<file path="src/design/twme_pkg.sv">
// Shared types and constants for the word machine executor.
// Command and event payload structs, queue entry, opcode characters.
// No dependencies.
package twme_pkg;

    localparam int MEM_WORDS_DEF   = 100;
    localparam int BLOCK_WORDS_DEF = 10;
    localparam int QUEUE_DEPTH     = 2;

    localparam logic [1:0] OP_LOAD  = 2'd0;
    localparam logic [1:0] OP_START = 2'd1;
    localparam logic [1:0] OP_STEP  = 2'd2;
    localparam logic [1:0] OP_CLEAR = 2'd3;

    localparam logic [2:0] EV_READ  = 3'd1;
    localparam logic [2:0] EV_PRINT = 3'd2;
    localparam logic [2:0] EV_HALT  = 3'd3;
    localparam logic [2:0] EV_ERROR = 3'd4;

    localparam logic [7:0] CH_G    = 8'h47;
    localparam logic [7:0] CH_D    = 8'h44;
    localparam logic [7:0] CH_P    = 8'h50;
    localparam logic [7:0] CH_H    = 8'h48;
    localparam logic [7:0] CH_L    = 8'h4C;
    localparam logic [7:0] CH_R    = 8'h52;
    localparam logic [7:0] CH_S    = 8'h53;
    localparam logic [7:0] CH_C    = 8'h43;
    localparam logic [7:0] CH_B    = 8'h42;
    localparam logic [7:0] CH_T    = 8'h54;
    localparam logic [7:0] CH_0    = 8'h30;
    localparam logic [7:0] DEC_TEN = 8'd10;

    typedef struct packed {
        logic [1:0]  operation;
        logic [6:0]  word_address;
        logic [31:0] word_data;
    } cmd_t;

    typedef struct packed {
        logic [2:0]  event_res;
        logic [6:0]  target_address;
        logic [31:0] out_word;
        logic        last;
    } evt_t;

    typedef enum logic [1:0] {
        K_LOAD,
        K_START,
        K_STEP,
        K_CLEAR
    } kind_t;

    typedef struct packed {
        kind_t       kind;
        logic        load_ok;
        logic [6:0]  addr;
        logic [31:0] data;
    } qent_t;

endpackage

</file>
<file path="src/design/twme_front.sv">
// Front stage of the word machine executor: accepts requests and classifies them.
// Holds one classified request until the queue takes it. Uses twme_pkg.
module twme_front
    import twme_pkg::*;
#(
    parameter int MEM_WORDS = MEM_WORDS_DEF
)
(
    input  logic  clk,
    input  logic  rst_n,
    input  logic  cmd_valid,
    output logic  cmd_stall,
    input  cmd_t  cmd,
    output logic  push,
    input  logic  push_ready,
    output qent_t push_data
);

    logic  hold_valid_reg;
    logic  hold_valid_next;
    qent_t hold_reg;
    qent_t hold_next;
    logic  accept;

    assign cmd_stall = hold_valid_reg && !push_ready;
    assign accept    = cmd_valid && !cmd_stall;
    assign push      = hold_valid_reg;
    assign push_data = hold_reg;

    always_comb
    begin
        hold_next         = hold_reg;
        hold_valid_next   = hold_valid_reg;
        if (accept)
        begin
            hold_valid_next   = 1'b1;
            hold_next.addr    = cmd.word_address;
            hold_next.data    = cmd.word_data;
            hold_next.load_ok = (cmd.word_address < 7'(MEM_WORDS));
            unique case (cmd.operation)
                OP_LOAD:  hold_next.kind = K_LOAD;
                OP_START: hold_next.kind = K_START;
                OP_STEP:  hold_next.kind = K_STEP;
                OP_CLEAR: hold_next.kind = K_CLEAR;
                default:  hold_next.kind = K_STEP;
            endcase
        end
        else if (push && push_ready)
        begin
            hold_valid_next = 1'b0;
        end
    end

    always_ff @(posedge clk or negedge rst_n)
    begin
        if (!rst_n)
        begin
            hold_valid_reg <= 1'b0;
        end
        else
        begin
            hold_valid_reg <= hold_valid_next;
        end
    end

    always_ff @(posedge clk)
    begin
        hold_reg <= hold_next;
    end

endmodule

</file>
<file path="src/design/twme_queue.sv">
// Short request queue between front and back of the word machine executor.
// Register-based FIFO of classified requests. Uses twme_pkg.
module twme_queue
    import twme_pkg::*;
(
    input  logic  clk,
    input  logic  rst_n,
    input  logic  push,
    output logic  push_ready,
    input  qent_t push_data,
    output logic  pop_valid,
    input  logic  pop,
    output qent_t pop_data
);

    localparam int PTR_W = (QUEUE_DEPTH > 1) ? $clog2(QUEUE_DEPTH) : 1;
    localparam int CNT_W = $clog2(QUEUE_DEPTH + 1);

    qent_t             entry_reg [QUEUE_DEPTH];
    logic [PTR_W-1:0]  wr_ptr_reg;
    logic [PTR_W-1:0]  rd_ptr_reg;
    logic [CNT_W-1:0]  cnt_reg;
    logic              do_push;
    logic              do_pop;

    assign push_ready = (cnt_reg != CNT_W'(QUEUE_DEPTH));
    assign pop_valid  = (cnt_reg != '0);
    assign pop_data   = entry_reg[rd_ptr_reg];
    assign do_push    = push && push_ready;
    assign do_pop     = pop && pop_valid;

    always_ff @(posedge clk or negedge rst_n)
    begin
        if (!rst_n)
        begin
            wr_ptr_reg <= '0;
            rd_ptr_reg <= '0;
            cnt_reg    <= '0;
        end
        else
        begin
            if (do_push)
            begin
                wr_ptr_reg <= (wr_ptr_reg == PTR_W'(QUEUE_DEPTH - 1)) ? '0
                                                                      : wr_ptr_reg + PTR_W'(1);
            end
            if (do_pop)
            begin
                rd_ptr_reg <= (rd_ptr_reg == PTR_W'(QUEUE_DEPTH - 1)) ? '0
                                                                      : rd_ptr_reg + PTR_W'(1);
            end
            if (do_push && !do_pop)
            begin
                cnt_reg <= cnt_reg + CNT_W'(1);
            end
            else if (do_pop && !do_push)
            begin
                cnt_reg <= cnt_reg - CNT_W'(1);
            end
        end
    end

    always_ff @(posedge clk)
    begin
        if (do_push)
        begin
            entry_reg[wr_ptr_reg] <= push_data;
        end
    end

endmodule

</file>
<file path="src/design/twme_back.sv">
// Back stage of the word machine executor: memory, registers and instruction sequencer.
// Pops classified requests, runs them and drives the registered event output.
// Uses twme_pkg.
module twme_back
    import twme_pkg::*;
#(
    parameter int MEM_WORDS   = MEM_WORDS_DEF,
    parameter int BLOCK_WORDS = BLOCK_WORDS_DEF
)
(
    input  logic  clk,
    input  logic  rst_n,
    input  logic  pop_valid,
    output logic  pop,
    input  qent_t pop_data,
    output logic  evt_valid,
    input  logic  evt_stall,
    output evt_t  evt
);

    localparam int IDX_W = $clog2(MEM_WORDS);
    localparam int CNT_W = (BLOCK_WORDS > 1) ? $clog2(BLOCK_WORDS) : 1;

    typedef enum logic [2:0] {
        ST_IDLE,
        ST_FETCH,
        ST_OPER,
        ST_PREAD,
        ST_PSEND
    } state_t;

    state_t                 state_reg, state_next;
    logic [6:0]             ic_reg, ic_next;
    logic [31:0]            gr_reg, gr_next;
    logic                   tf_reg, tf_next;
    logic                   halted_reg, halted_next;
    logic [MEM_WORDS-1:0]   vld_reg, vld_next;
    logic [6:0]             pc_reg, pc_next;
    logic [6:0]             opa_reg, opa_next;
    logic                   is_lr_reg, is_lr_next;
    logic [CNT_W-1:0]       k_reg, k_next;
    logic                   out_valid_reg, out_valid_next;
    evt_t                   out_reg, out_next;

    logic [31:0]            mem [MEM_WORDS];
    logic [31:0]            rd_reg;
    logic                   rd_vld_reg;
    logic                   mem_re;
    logic [IDX_W-1:0]       mem_raddr;
    logic                   mem_we;
    logic [IDX_W-1:0]       mem_waddr;
    logic [31:0]            mem_wdata;

    logic                   out_free;
    logic                   out_load;
    logic [31:0]            rword;
    logic [7:0]             d1;
    logic [7:0]             d2;
    logic                   digits;
    logic [6:0]             dec_addr;
    logic                   is_h, is_gd, is_pd, is_lr, is_sr, is_cr, is_bt;
    logic                   known;
    logic                   bad;
    logic [6:0]             pd_addr;

    assign out_free  = !out_valid_reg || !evt_stall;
    assign evt_valid = out_valid_reg;
    assign evt       = out_reg;

    assign rword    = rd_vld_reg ? rd_reg : 32'd0;
    assign d1       = rword[15:8] - CH_0;
    assign d2       = rword[7:0] - CH_0;
    assign digits   = (d1 < DEC_TEN) && (d2 < DEC_TEN);
    assign dec_addr = 7'(d1[3:0]) * 7'd10 + 7'(d2[3:0]);
    assign is_h     = (rword[31:24] == CH_H);
    assign is_gd    = (rword[31:24] == CH_G) && (rword[23:16] == CH_D);
    assign is_pd    = (rword[31:24] == CH_P) && (rword[23:16] == CH_D);
    assign is_lr    = (rword[31:24] == CH_L) && (rword[23:16] == CH_R);
    assign is_sr    = (rword[31:24] == CH_S) && (rword[23:16] == CH_R);
    assign is_cr    = (rword[31:24] == CH_C) && (rword[23:16] == CH_R);
    assign is_bt    = (rword[31:24] == CH_B) && (rword[23:16] == CH_T);
    assign known    = is_gd || is_pd || is_lr || is_sr || is_cr || is_bt;
    assign bad      = !digits || (dec_addr >= 7'(MEM_WORDS))
                      || (is_pd && (({1'b0, dec_addr} + 8'(BLOCK_WORDS)) > 8'(MEM_WORDS)));
    assign pd_addr  = opa_reg + 7'(k_reg);

    always_comb
    begin
        state_next     = state_reg;
        ic_next        = ic_reg;
        gr_next        = gr_reg;
        tf_next        = tf_reg;
        halted_next    = halted_reg;
        vld_next       = vld_reg;
        pc_next        = pc_reg;
        opa_next       = opa_reg;
        is_lr_next     = is_lr_reg;
        k_next         = k_reg;
        out_load       = 1'b0;
        out_next       = out_reg;
        pop            = 1'b0;
        mem_re         = 1'b0;
        mem_raddr      = ic_reg[IDX_W-1:0];
        mem_we         = 1'b0;
        mem_waddr      = pop_data.addr[IDX_W-1:0];
        mem_wdata      = pop_data.data;

        unique case (state_reg)
            ST_IDLE:
            begin
                if (pop_valid)
                begin
                    unique case (pop_data.kind)
                        K_LOAD:
                        begin
                            pop = 1'b1;
                            if (pop_data.load_ok)
                            begin
                                mem_we                                = 1'b1;
                                vld_next[pop_data.addr[IDX_W-1:0]]    = 1'b1;
                            end
                        end
                        K_START:
                        begin
                            pop         = 1'b1;
                            ic_next     = '0;
                            halted_next = 1'b0;
                        end
                        K_CLEAR:
                        begin
                            pop         = 1'b1;
                            vld_next    = '0;
                            ic_next     = '0;
                            gr_next     = '0;
                            tf_next     = 1'b0;
                            halted_next = 1'b1;
                        end
                        K_STEP:
                        begin
                            if (out_free)
                            begin
                                pop = 1'b1;
                                if (halted_reg)
                                begin
                                    out_load = 1'b1;
                                    out_next = '{EV_HALT, 7'd0, 32'd0, 1'b1};
                                end
                                else if (ic_reg >= 7'(MEM_WORDS))
                                begin
                                    halted_next = 1'b1;
                                    out_load    = 1'b1;
                                    out_next    = '{EV_ERROR, ic_reg, 32'd0, 1'b1};
                                end
                                else
                                begin
                                    mem_re     = 1'b1;
                                    mem_raddr  = ic_reg[IDX_W-1:0];
                                    pc_next    = ic_reg;
                                    state_next = ST_FETCH;
                                end
                            end
                        end
                        default:
                        begin
                            pop = 1'b1;
                        end
                    endcase
                end
            end

            ST_FETCH:
            begin
                if (out_free)
                begin
                    ic_next    = pc_reg + 7'd1;
                    state_next = ST_IDLE;
                    if (is_h)
                    begin
                        halted_next = 1'b1;
                        out_load    = 1'b1;
                        out_next    = '{EV_HALT, 7'd0, 32'd0, 1'b1};
                    end
                    else if (!known)
                    begin
                        state_next = ST_IDLE;
                    end
                    else if (bad)
                    begin
                        halted_next = 1'b1;
                        out_load    = 1'b1;
                        out_next    = '{EV_ERROR, pc_reg, rword, 1'b1};
                    end
                    else if (is_gd)
                    begin
                        if (d2[3:0] == 4'd0)
                        begin
                            out_load = 1'b1;
                            out_next = '{EV_READ, dec_addr, 32'd0, 1'b1};
                        end
                    end
                    else if (is_pd)
                    begin
                        opa_next   = dec_addr;
                        k_next     = '0;
                        state_next = ST_PREAD;
                    end
                    else if (is_lr || is_cr)
                    begin
                        mem_re     = 1'b1;
                        mem_raddr  = dec_addr[IDX_W-1:0];
                        is_lr_next = is_lr;
                        state_next = ST_OPER;
                    end
                    else if (is_sr)
                    begin
                        mem_we                          = 1'b1;
                        mem_waddr                       = dec_addr[IDX_W-1:0];
                        mem_wdata                       = gr_reg;
                        vld_next[dec_addr[IDX_W-1:0]]   = 1'b1;
                    end
                    else if (tf_reg)
                    begin
                        ic_next = dec_addr;
                    end
                end
            end

            ST_OPER:
            begin
                if (is_lr_reg)
                begin
                    gr_next = rword;
                end
                else
                begin
                    tf_next = (rword == gr_reg);
                end
                state_next = ST_IDLE;
            end

            ST_PREAD:
            begin
                mem_re     = 1'b1;
                mem_raddr  = pd_addr[IDX_W-1:0];
                state_next = ST_PSEND;
            end

            ST_PSEND:
            begin
                if (out_free)
                begin
                    out_load = 1'b1;
                    out_next = '{EV_PRINT, pd_addr, rword, (k_reg == CNT_W'(BLOCK_WORDS - 1))};
                    if (k_reg == CNT_W'(BLOCK_WORDS - 1))
                    begin
                        state_next = ST_IDLE;
                    end
                    else
                    begin
                        k_next     = k_reg + CNT_W'(1);
                        state_next = ST_PREAD;
                    end
                end
            end

            default:
            begin
                state_next = ST_IDLE;
            end
        endcase

        if (out_load)
        begin
            out_valid_next = 1'b1;
        end
        else if (!evt_stall)
        begin
            out_valid_next = 1'b0;
        end
        else
        begin
            out_valid_next = out_valid_reg;
        end
    end

    always_ff @(posedge clk or negedge rst_n)
    begin
        if (!rst_n)
        begin
            state_reg     <= ST_IDLE;
            ic_reg        <= '0;
            gr_reg        <= '0;
            tf_reg        <= 1'b0;
            halted_reg    <= 1'b1;
            vld_reg       <= '0;
            pc_reg        <= '0;
            opa_reg       <= '0;
            is_lr_reg     <= 1'b0;
            k_reg         <= '0;
            out_valid_reg <= 1'b0;
        end
        else
        begin
            state_reg     <= state_next;
            ic_reg        <= ic_next;
            gr_reg        <= gr_next;
            tf_reg        <= tf_next;
            halted_reg    <= halted_next;
            vld_reg       <= vld_next;
            pc_reg        <= pc_next;
            opa_reg       <= opa_next;
            is_lr_reg     <= is_lr_next;
            k_reg         <= k_next;
            out_valid_reg <= out_valid_next;
        end
    end

    always_ff @(posedge clk)
    begin
        if (out_load)
        begin
            out_reg <= out_next;
        end
    end

    always_ff @(posedge clk)
    begin
        if (mem_we)
        begin
            mem[mem_waddr] <= mem_wdata;
        end
        if (mem_re)
        begin
            rd_reg     <= mem[mem_raddr];
            rd_vld_reg <= vld_reg[mem_raddr];
        end
    end

`ifndef SYNTHESIS
    a_print_running: assert property (@(posedge clk) disable iff (!rst_n)
        (state_reg == ST_PREAD || state_reg == ST_PSEND) |-> !halted_reg)
        else $error("print block running on a halted machine");

    a_halt_after_stop: assert property (@(posedge clk) disable iff (!rst_n)
        (out_load && (out_next.event_res == EV_HALT || out_next.event_res == EV_ERROR))
        |=> halted_reg)
        else $error("halt or error event without halted machine");

    a_fetch_in_range: assert property (@(posedge clk) disable iff (!rst_n)
        (state_reg == ST_FETCH) |-> (pc_reg < 7'(MEM_WORDS)))
        else $error("fetch from out-of-range counter");

    a_oper_from_fetch: assert property (@(posedge clk) disable iff (!rst_n)
        (state_reg == ST_OPER) |-> ($past(state_reg) == ST_FETCH))
        else $error("operand state entered without a fetch");
`endif

endmodule

</file>
<file path="src/design/tiny_word_machine_executor_core.sv">
// Step: the back stage runs the idle and fetch (decode) states, plus an operand state for LR and
// CR, and a read and a send state per block word for PD; load, start and clear finish in idle.
// Requests pass front register and queue. Memory: single-port, registered read, one read per cycle.
// Reset is asynchronous: machine halted, counter, register and flag cleared, and all memory
// words read as zero through per-word valid bits; no clearing pass is needed.
module tiny_word_machine_executor_core
    import twme_pkg::*;
#(
    parameter int MEM_WORDS   = MEM_WORDS_DEF,
    parameter int BLOCK_WORDS = BLOCK_WORDS_DEF
)
(
    input  logic clk,
    input  logic rst_n,
    input  logic cmd_valid,
    output logic cmd_stall,
    input  cmd_t cmd,
    output logic evt_valid,
    input  logic evt_stall,
    output evt_t evt
);

    logic  push;
    logic  push_ready;
    qent_t push_data;
    logic  pop_valid;
    logic  pop;
    qent_t pop_data;

    twme_front #(
        .MEM_WORDS (MEM_WORDS)
    ) u_front (
        .clk        (clk),
        .rst_n      (rst_n),
        .cmd_valid  (cmd_valid),
        .cmd_stall  (cmd_stall),
        .cmd        (cmd),
        .push       (push),
        .push_ready (push_ready),
        .push_data  (push_data)
    );

    twme_queue u_queue (
        .clk        (clk),
        .rst_n      (rst_n),
        .push       (push),
        .push_ready (push_ready),
        .push_data  (push_data),
        .pop_valid  (pop_valid),
        .pop        (pop),
        .pop_data   (pop_data)
    );

    twme_back #(
        .MEM_WORDS   (MEM_WORDS),
        .BLOCK_WORDS (BLOCK_WORDS)
    ) u_back (
        .clk       (clk),
        .rst_n     (rst_n),
        .pop_valid (pop_valid),
        .pop       (pop),
        .pop_data  (pop_data),
        .evt_valid (evt_valid),
        .evt_stall (evt_stall),
        .evt       (evt)
    );

endmodule

</file>
<file path="config.mk">
export PLATFORM = sky130hd
export DESIGN_NAME = tiny_word_machine_executor_core
export DESIGN_NICKNAME = d
export VERILOG_FILES = /design/src/design/twme_pkg.sv /design/src/design/twme_front.sv /design/src/design/twme_queue.sv /design/src/design/twme_back.sv /design/src/design/tiny_word_machine_executor_core.sv
export SDC_FILE = /design/constraint.sdc
export NUM_CORES = 2
export LEC_CHECK = 0
export ABC_AREA = 1
export BUFFER_PORTS_ARGS = -buffer_cell sky130_fd_sc_hd__buf_2
export CAP_MARGIN = 0
export CORE_MARGIN = 3
export CORE_UTILIZATION = 40
export CTS_CLUSTER_SIZE = 28
export DETAILED_ROUTE_END_ITERATION = 7
export PLACE_DENSITY = 0.64
export SETUP_SLACK_MARGIN = 0.02
export SLEW_MARGIN = 20
export SYNTH_ARGS = -nofsm -noshare
export SYNTH_HDL_FRONTEND = slang
export SYNTH_SLANG_ARGS = --single-unit
</file>
<file path="constraint.sdc">
create_clock -name clk -period 10.8 [get_ports clk]
set_clock_uncertainty 0.2 [all_clocks]
set_input_delay 1.08 -clock clk [delete_from_list [all_inputs] [get_ports clk]]
set_output_delay 1.08 -clock clk [all_outputs]
set_load 0.05 [all_outputs]
</file>
== Word level (Yosys, flattened, before mapping) ==
Memories as Yosys holds them, arrays and structs flattened. A register that Yosys moved wholly into a read port is not among the register bits.
Cells that the tools add are included.
Operators by class
  add/subtract/negate cells: 11
  multipliers: 1
  magnitude comparators: 11
  equality and inequality tests: 53
  mux-type cells: 164
  bitwise logic cells: 8
  reduce and logical (&&, ||, !) cells: 56
Operators by type and width (count)
  two-way mux 100 bit: 10
  two-way mux 43 bit: 12
  two-way mux 32 bit: 13
  case mux 100 bit (2 select lines): 2
  bitwise OR 100 bit: 2
  two-way mux 7 bit: 27
  case mux 43 bit (3 select lines): 1
  == test 8 x 7 -> 1 bit (second input constant): 10
  case mux 32 bit (2 select lines): 1
  two-way mux 1 bit: 59
  two-way mux 3 bit: 12
  == test 32 bit: 1
  two-way mux 4 bit: 8
  != test 2 bit (second input constant): 14
  case mux 7 bit (2 select lines): 2
  < comparator 7 x 8 -> 1 bit (second input constant): 3
  AND reduction 7 bit: 3
  logical AND 1 bit: 16
  < comparator 8 x 4 -> 1 bit (second input constant): 2
  != test 2 x 1 -> 1 bit (second input constant): 8
  subtractor 8 x 6 -> 8 bit (second input constant): 2
  adder 7 x 4 -> 7 bit: 2
  demux 1 bit (select 7 bit): 2
  >= comparator 7 x 1 -> 1 bit (second input constant): 2
  44 further kinds: 90
Storage, ports and cells
  register bits after elaboration: 255
  memory bits (writable): 3284
  output and inout port bits: 45
  memories: 2
Memory list
  u_back.mem: words 100, bits a word 32, rd ports 1, clocked after memory_dff 1, write ports 1, line twme_back.sv:45  | logic [31:0] mem [MEM_WORDS];
  u_queue.entry_reg: words 2, bits a word 42, rd ports 1, clocked after memory_dff 0, write ports 1, line twme_queue.sv:19  | qent_t entry_reg [QUEUE_DEPTH];

== Longest topological paths before layout ==
  word-level depth: 18
  depth in mapped cells: 39

== Hierarchy ==
A second synthesis with hierarchy kept.
Second synthesis, totals
  cell total of the unflattened synthesis: 13182
  area total of the unflattened synthesis: 150501.8 sq um
Modules (own cells, without submodules)
  twme_back: times used 1, cells each 12878, area an instance 145774.8 sq um, sequential area each 102479.5 sq um
  twme_queue: times used 1, cells each 248, area an instance 3385.7 sq um, sequential area each 2622.5 sq um
  twme_front: times used 1, cells each 56, area an instance 1341.3 sq um, sequential area each 1286.2 sq um

== Worst setup path after synthesis ==
OpenSTA, ideal clock, no wires.
  path kind: reg-to-reg
  start: register u_back.rd_vld_reg
  end: memory u_back.mem[0][0] (data pin)
  setup time: 981 ps
  data arrival time: 7404 ps
  required time: 9619 ps
  path slack: 2216 ps
  stages on the path, launching flop included: 21
  path buffers: 5
  clock period less this slack: 8584 ps
  cells stage by stage: edfxtp_1 buf_4 buf_6 buf_2 buf_1 nand2_1 nor2_1 ha_1 inv_1 fa_1 inv_1 nand2_1 nand2_1 nor4_1 a221oi_1 o221ai_1 nand2_1 nor2_1 nand2_1 clkbuf_1 o21ai_0
On the way
  longest elaborated chain between the ends: 13
RTL lines
  start: declaration: line twme_back.sv:47  | logic rd_vld_reg;
  start signal: assignment: line twme_back.sv:335  | rd_vld_reg <= vld_reg[mem_raddr];
  two-way mux 32 bit (*): line twme_back.sv:70  | assign rword = rd_vld_reg ? rd_reg : 32'd0;
  subtractor 8 x 6 -> 8 bit: line twme_back.sv:71  | assign d1 = rword[15:8] - CH_0;
  multiplier 4 x 3 -> 6 bit: line twme_back.sv:74  | assign dec_addr = 7'(d1[3:0]) * 7'd10 + 7'(d2[3:0]);
  adder 7 x 4 -> 7 bit: line twme_back.sv:74
  adder 7 x 4 -> 8 bit: line twme_back.sv:84  | || (is_pd && (({1'b0, dec_addr} + 8'(BLOCK_WORDS)) > 8'(MEM_WORDS)));
  > comparator 8 x 7 -> 1 bit: line twme_back.sv:84
  logical AND 1 bit: line twme_back.sv:84
  logical OR 1 bit: line twme_back.sv:84
  two-way mux 32 bit: line twme_back.sv:187  | else if (bad)
  two-way mux 32 bit: line twme_back.sv:183  | else if (!known)
  two-way mux 32 bit (*): line twme_back.sv:177  | if (is_h)
  two-way mux 32 bit (*): line twme_back.sv:173  | if (out_free)
  two-way mux 32 bit (*): line twme_back.sv:108  | unique case (state_reg)
  via u_back.mem_wdata[0]: line twme_back.sv:52  | logic [31:0] mem_wdata;
  end: declaration: line twme_back.sv:45
The timed path passes the listed nets; every way through them passes the cells marked *.

== Worst setup path after layout ==
  start: register u_back.rd_vld_reg
  end: register u_back.rd_reg[24], read port of u_back.mem (data pin)
On the way
  longest elaborated chain between the ends: 13
RTL lines
  two-way mux 32 bit (*): line twme_back.sv:70
  subtractor 8 x 6 -> 8 bit: line twme_back.sv:71
  multiplier 4 x 3 -> 6 bit: line twme_back.sv:74
  adder 7 x 4 -> 7 bit: line twme_back.sv:74
  adder 7 x 4 -> 8 bit: line twme_back.sv:84
  > comparator 8 x 7 -> 1 bit: line twme_back.sv:84
  logical AND 1 bit: line twme_back.sv:84
  logical OR 1 bit: line twme_back.sv:84
  two-way mux 1 bit / two-way mux 7 bit (equally long branches): line twme_back.sv:187
  two-way mux 1 bit / two-way mux 7 bit (equally long branches): line twme_back.sv:183
  two-way mux 1 bit / two-way mux 7 bit (equally long branches): line twme_back.sv:177
  two-way mux 1 bit / two-way mux 7 bit (equally long branches): line twme_back.sv:173
  case mux 1 bit (3 select lines) / case mux 7 bit (2 select lines) (equally long branches): line twme_back.sv:108
  end: declaration: line twme_back.sv:46  | logic [31:0] rd_reg;
Every way passes the cells marked *; elsewhere a longest branch is shown, timed or not.
A chain may end at the register's enable or synchronous reset.

==> impl_metrics.env <==
export IMPL_rr_worst_depth=32
export IMPL_cp_start_kind="register"
export IMPL_io_pins=90
export IMPL_cp_common_cell="nand2_1"
export IMPL_critPathKind="register to register"
export IMPL_post_cts_buffers=0
export IMPL_period_needed_ns=8.400
export IMPL_cts_made_buffers=360
export IMPL_globalRouteOverflowTotal=0
export IMPL_yosysWarnings=0
export IMPL_layout_area_seq_mm2=0.1064
export IMPL_synth_edf_count=3402
export IMPL_power_per_cell_area_mw_per_mm2=277.9
export IMPL_routabilityCongestion=0.9202
export IMPL_dr_first_iter_drc_count=15700
export IMPL_critPathMaxFanout=142
export IMPL_synth_seq_cells=3571
export IMPL_dieArea_mm2=0.3885
export IMPL_postCtsHoldBufs=1
export IMPL_dr_pass1_iters=7
export IMPL_clockBufferDepth=4
export IMPL_syn_area_mm2=0.1524
export IMPL_fillCellCount=34110
export IMPL_maxSlewHeadroom_pct=16.19
export IMPL_ant_nets=0
export IMPL_cts_sinks=3571
export IMPL_grt_pass1_wl_mm=699.2
export IMPL_worst_endpoint_required_ns=11.26
export IMPL_crit_slowest_cell="nand2_8"
export IMPL_cp_arrival_ns=8.86
export IMPL_coreArea_mm2=0.3792
export IMPL_vias=108700
export IMPL_setup_viol=0
export IMPL_syn_to_final_growth_pct=12.29
export IMPL_die_w_um=623.3
export IMPL_dp_hpwl_mm=272.6
export IMPL_antenna_found_initial=24
export IMPL_drv_slew=0
export IMPL_max_cap_violations=0
export IMPL_timing_final_crit_share_pct=77.77
export IMPL_clk_latency_ns=0.92
export IMPL_hold_viol=0
export IMPL_critical_path_top_delay_family="simple AND/OR/NAND/NOR gates"
export IMPL_row_count=226
export IMPL_start_util_pct=40.20
export IMPL_wl_per_cell_um=24.71
export IMPL_netlist_top_cells_area="edfxtp_1 (67%), nand2_1 (15%), nand3_1 (5.9%)"
export IMPL_syn_nets=14480
export IMPL_final_nets=14400
export IMPL_hold_path_depth=1
export IMPL_multiInputGateArea_mm2=0.04149
export IMPL_dieHeight_um=623.3
export IMPL_crit_path_max_incr_delay_ns=0.63
export IMPL_ys_types=53
export IMPL_io_buffers=89
export IMPL_finalSetupTns_ns=0
export IMPL_cts_root_buf="clkbuf_16"
export IMPL_rsz0062_at_grt="no"
export IMPL_leakage_nw=64.71
export IMPL_largest_reg_flops=3200
export IMPL_grt_max_degree=171
export IMPL_worstMarginPinSlew_ns=1.244
export IMPL_drc=0
export IMPL_wirelength_mm=485.4
export IMPL_ys_dominant_reg_cell="edfxtp_1"
export IMPL_synth_cells=14410
export IMPL_clkTransAtPathRegs_ns=0.06
export IMPL_final_core_util_pct=45.14
export IMPL_cp_depth=32
export IMPL_avgSynthCellArea_um2=10.58
export IMPL_outcome="finished, final reports clean"
export IMPL_worst_path_buf_inv=8
export IMPL_dpl_cell_count=18970
export IMPL_cts_tree="built"
export IMPL_async_flop_share_pct=4.733
export IMPL_setup_worst_path_end_class="register"
export IMPL_hold_class="primary input to register"
export IMPL_seq_area_frac_synth_pct=69.79
export IMPL_final_cell_count_no_fill=19650
export IMPL_viasPerCell=5.533
export IMPL_htreeDepth=5
export IMPL_yosysTopAreaCell="edfxtp_1"
export IMPL_grt_pass1_vias=98790
export IMPL_vdd_ir_drop_max_mv=0.2658
export IMPL_yosysTopAreaCellShare_pct=67.02
export IMPL_grt_use_total_pct=24.21
export IMPL_ctsResizeCount=0
export IMPL_timing_fmax_mhz=119.1
export IMPL_drive_gt1_share_pct=7.843
logic make-up after synthesis:
logic type / synth area share (%)
and+or+nand+nor: 22.73
DFF: 69.79
buffers and inverters: 3.833
AOI/OAI and AO/OA: 3.330
xor gates and xnor gates: 0.1371
adders and majority gates: 0.1740
cell type report:
cell class              instances  area share, %
inverters                     538          1.193
repair buffers                416          2.252
well taps                    5016          3.666
clock buffers                 453          5.590
diodes                         18        0.02631
multi-input cells            9444          24.24
flip-flops and latches       3571          62.15
clock inverters               190         0.8808
cells in the mapped netlist, types with 2 or more instances:
library cell  number
nand2_1         5900
edfxtp_1        3402
nand3_1         1786
nor2_1           584
inv_1            531
o21ai_0          493
buf_2            416
clkbuf_1         342
a21oi_1          193
dfrtp_1          168
o211ai_1          80
buf_1             79
nand3b_1          78
o21ai_1           67
or2_2             62
o22ai_1           49
nand4_1           20
xor2_1            19
ha_1              18
buf_4             17
o221ai_1          14
nor3_1            10
nand2_2            8
nor4_1             6
a221oi_1           5
inv_2              5
o2111ai_1          5
or2_0              5
nand3_2            4
nor2_2             4
a22oi_1            3
and3_1             3
buf_6              3
o31ai_1            3
o32ai_1            3
xnor2_1            3
clkinv_1           2
fa_1               2
o2111a_1           2
o21a_1             2
o21ai_2            2
path summary, 6_finish.rpt:
check / startpoint / slack, ns / end
max in group asynchronous: rst_n / 7.67 / u_back.vld_reg[29]$_DFFE_PN0P_
worst max register to register: u_back.rd_vld_reg$_DFFE_PP_ / 2.40 / u_back.rd_reg[24]$_DFFE_PP_
worst min register to register: u_front.push_data[33]$_DFFE_PP_ / 0.25 / u_queue.entry_reg[0][33]$_DFFE_PP_
worst min-delay path: cmd[2] / 0.16 / u_front.push_data[2]$_DFFE_PP_
min in group asynchronous: rst_n / 0.44 / u_back.k_reg[3]$_DFFE_PN0P_
worst max-delay path: u_back.rd_vld_reg$_DFFE_PP_ / 2.40 / u_back.rd_reg[24]$_DFFE_PP_
cell usage in the layout (no fill, tap or decap), drive strengths merged, types with 3 or more instances in the layout:
cell type / count
a21oi: 195
a221oi: 5
a22oi: 3
and3: 3
buf: 415
bufinv: 21
clkbuf: 453
clkinv: 150
clkinvlp: 7
dfrtp: 168
diode: 18
edfxtp: 3402
ha: 18
inv: 550
nand2: 5909
nand3: 1790
nand3b: 78
nand4: 20
nor2: 588
nor3: 10
nor4: 6
o2111ai: 5
o211ai: 80
o21ai: 562
o221ai: 14
o22ai: 49
o31ai: 3
o32ai: 3
or2: 67
xnor2: 3
xor2: 20
through the flow:
stage / worst slack, ns / total power [mW] / hold slack (ns) / instance area [um2]
final: 2.400 / 47.58 / 0.1589 / 171200
after floorplan: 2.216 / 28.89 / 0.2215 / 152400
after detailed placement: 2.767 / 35.38 / 0.2325 / 159800
after global placement: 2.834 / 35.20 / 0.2229 / 159200
after CTS: 2.758 / 47.32 / 0.09415 / 170900
after global routing: 2.159 / 49.46 / 0.1197 / 171100
power breakdown:
| group | total, mW | leakage, nW | internal (mW) | switching, mW |
|---|---|---|---|---|
| clock network | 12.1 | 5.44 | 6.77 | 5.30 |
| registers | 18.1 | 32.9 | 17.9 | 0.243 |
| logic | 17.4 | 26.4 | 3.64 | 13.7 |
routing by layer:
layer / track usage [%] / vias up / routed length, um
li1: - / 48720 / -
met1: 33.15 / 52730 / 188500
met2: 37.10 / 6235 / 218200
met3: 4.953 / 1002 / 54480
met4: 11.16 / 14 / 23980
met5: 0 / - / 146
No activity file was read; power rests on OpenSTA's default activity.
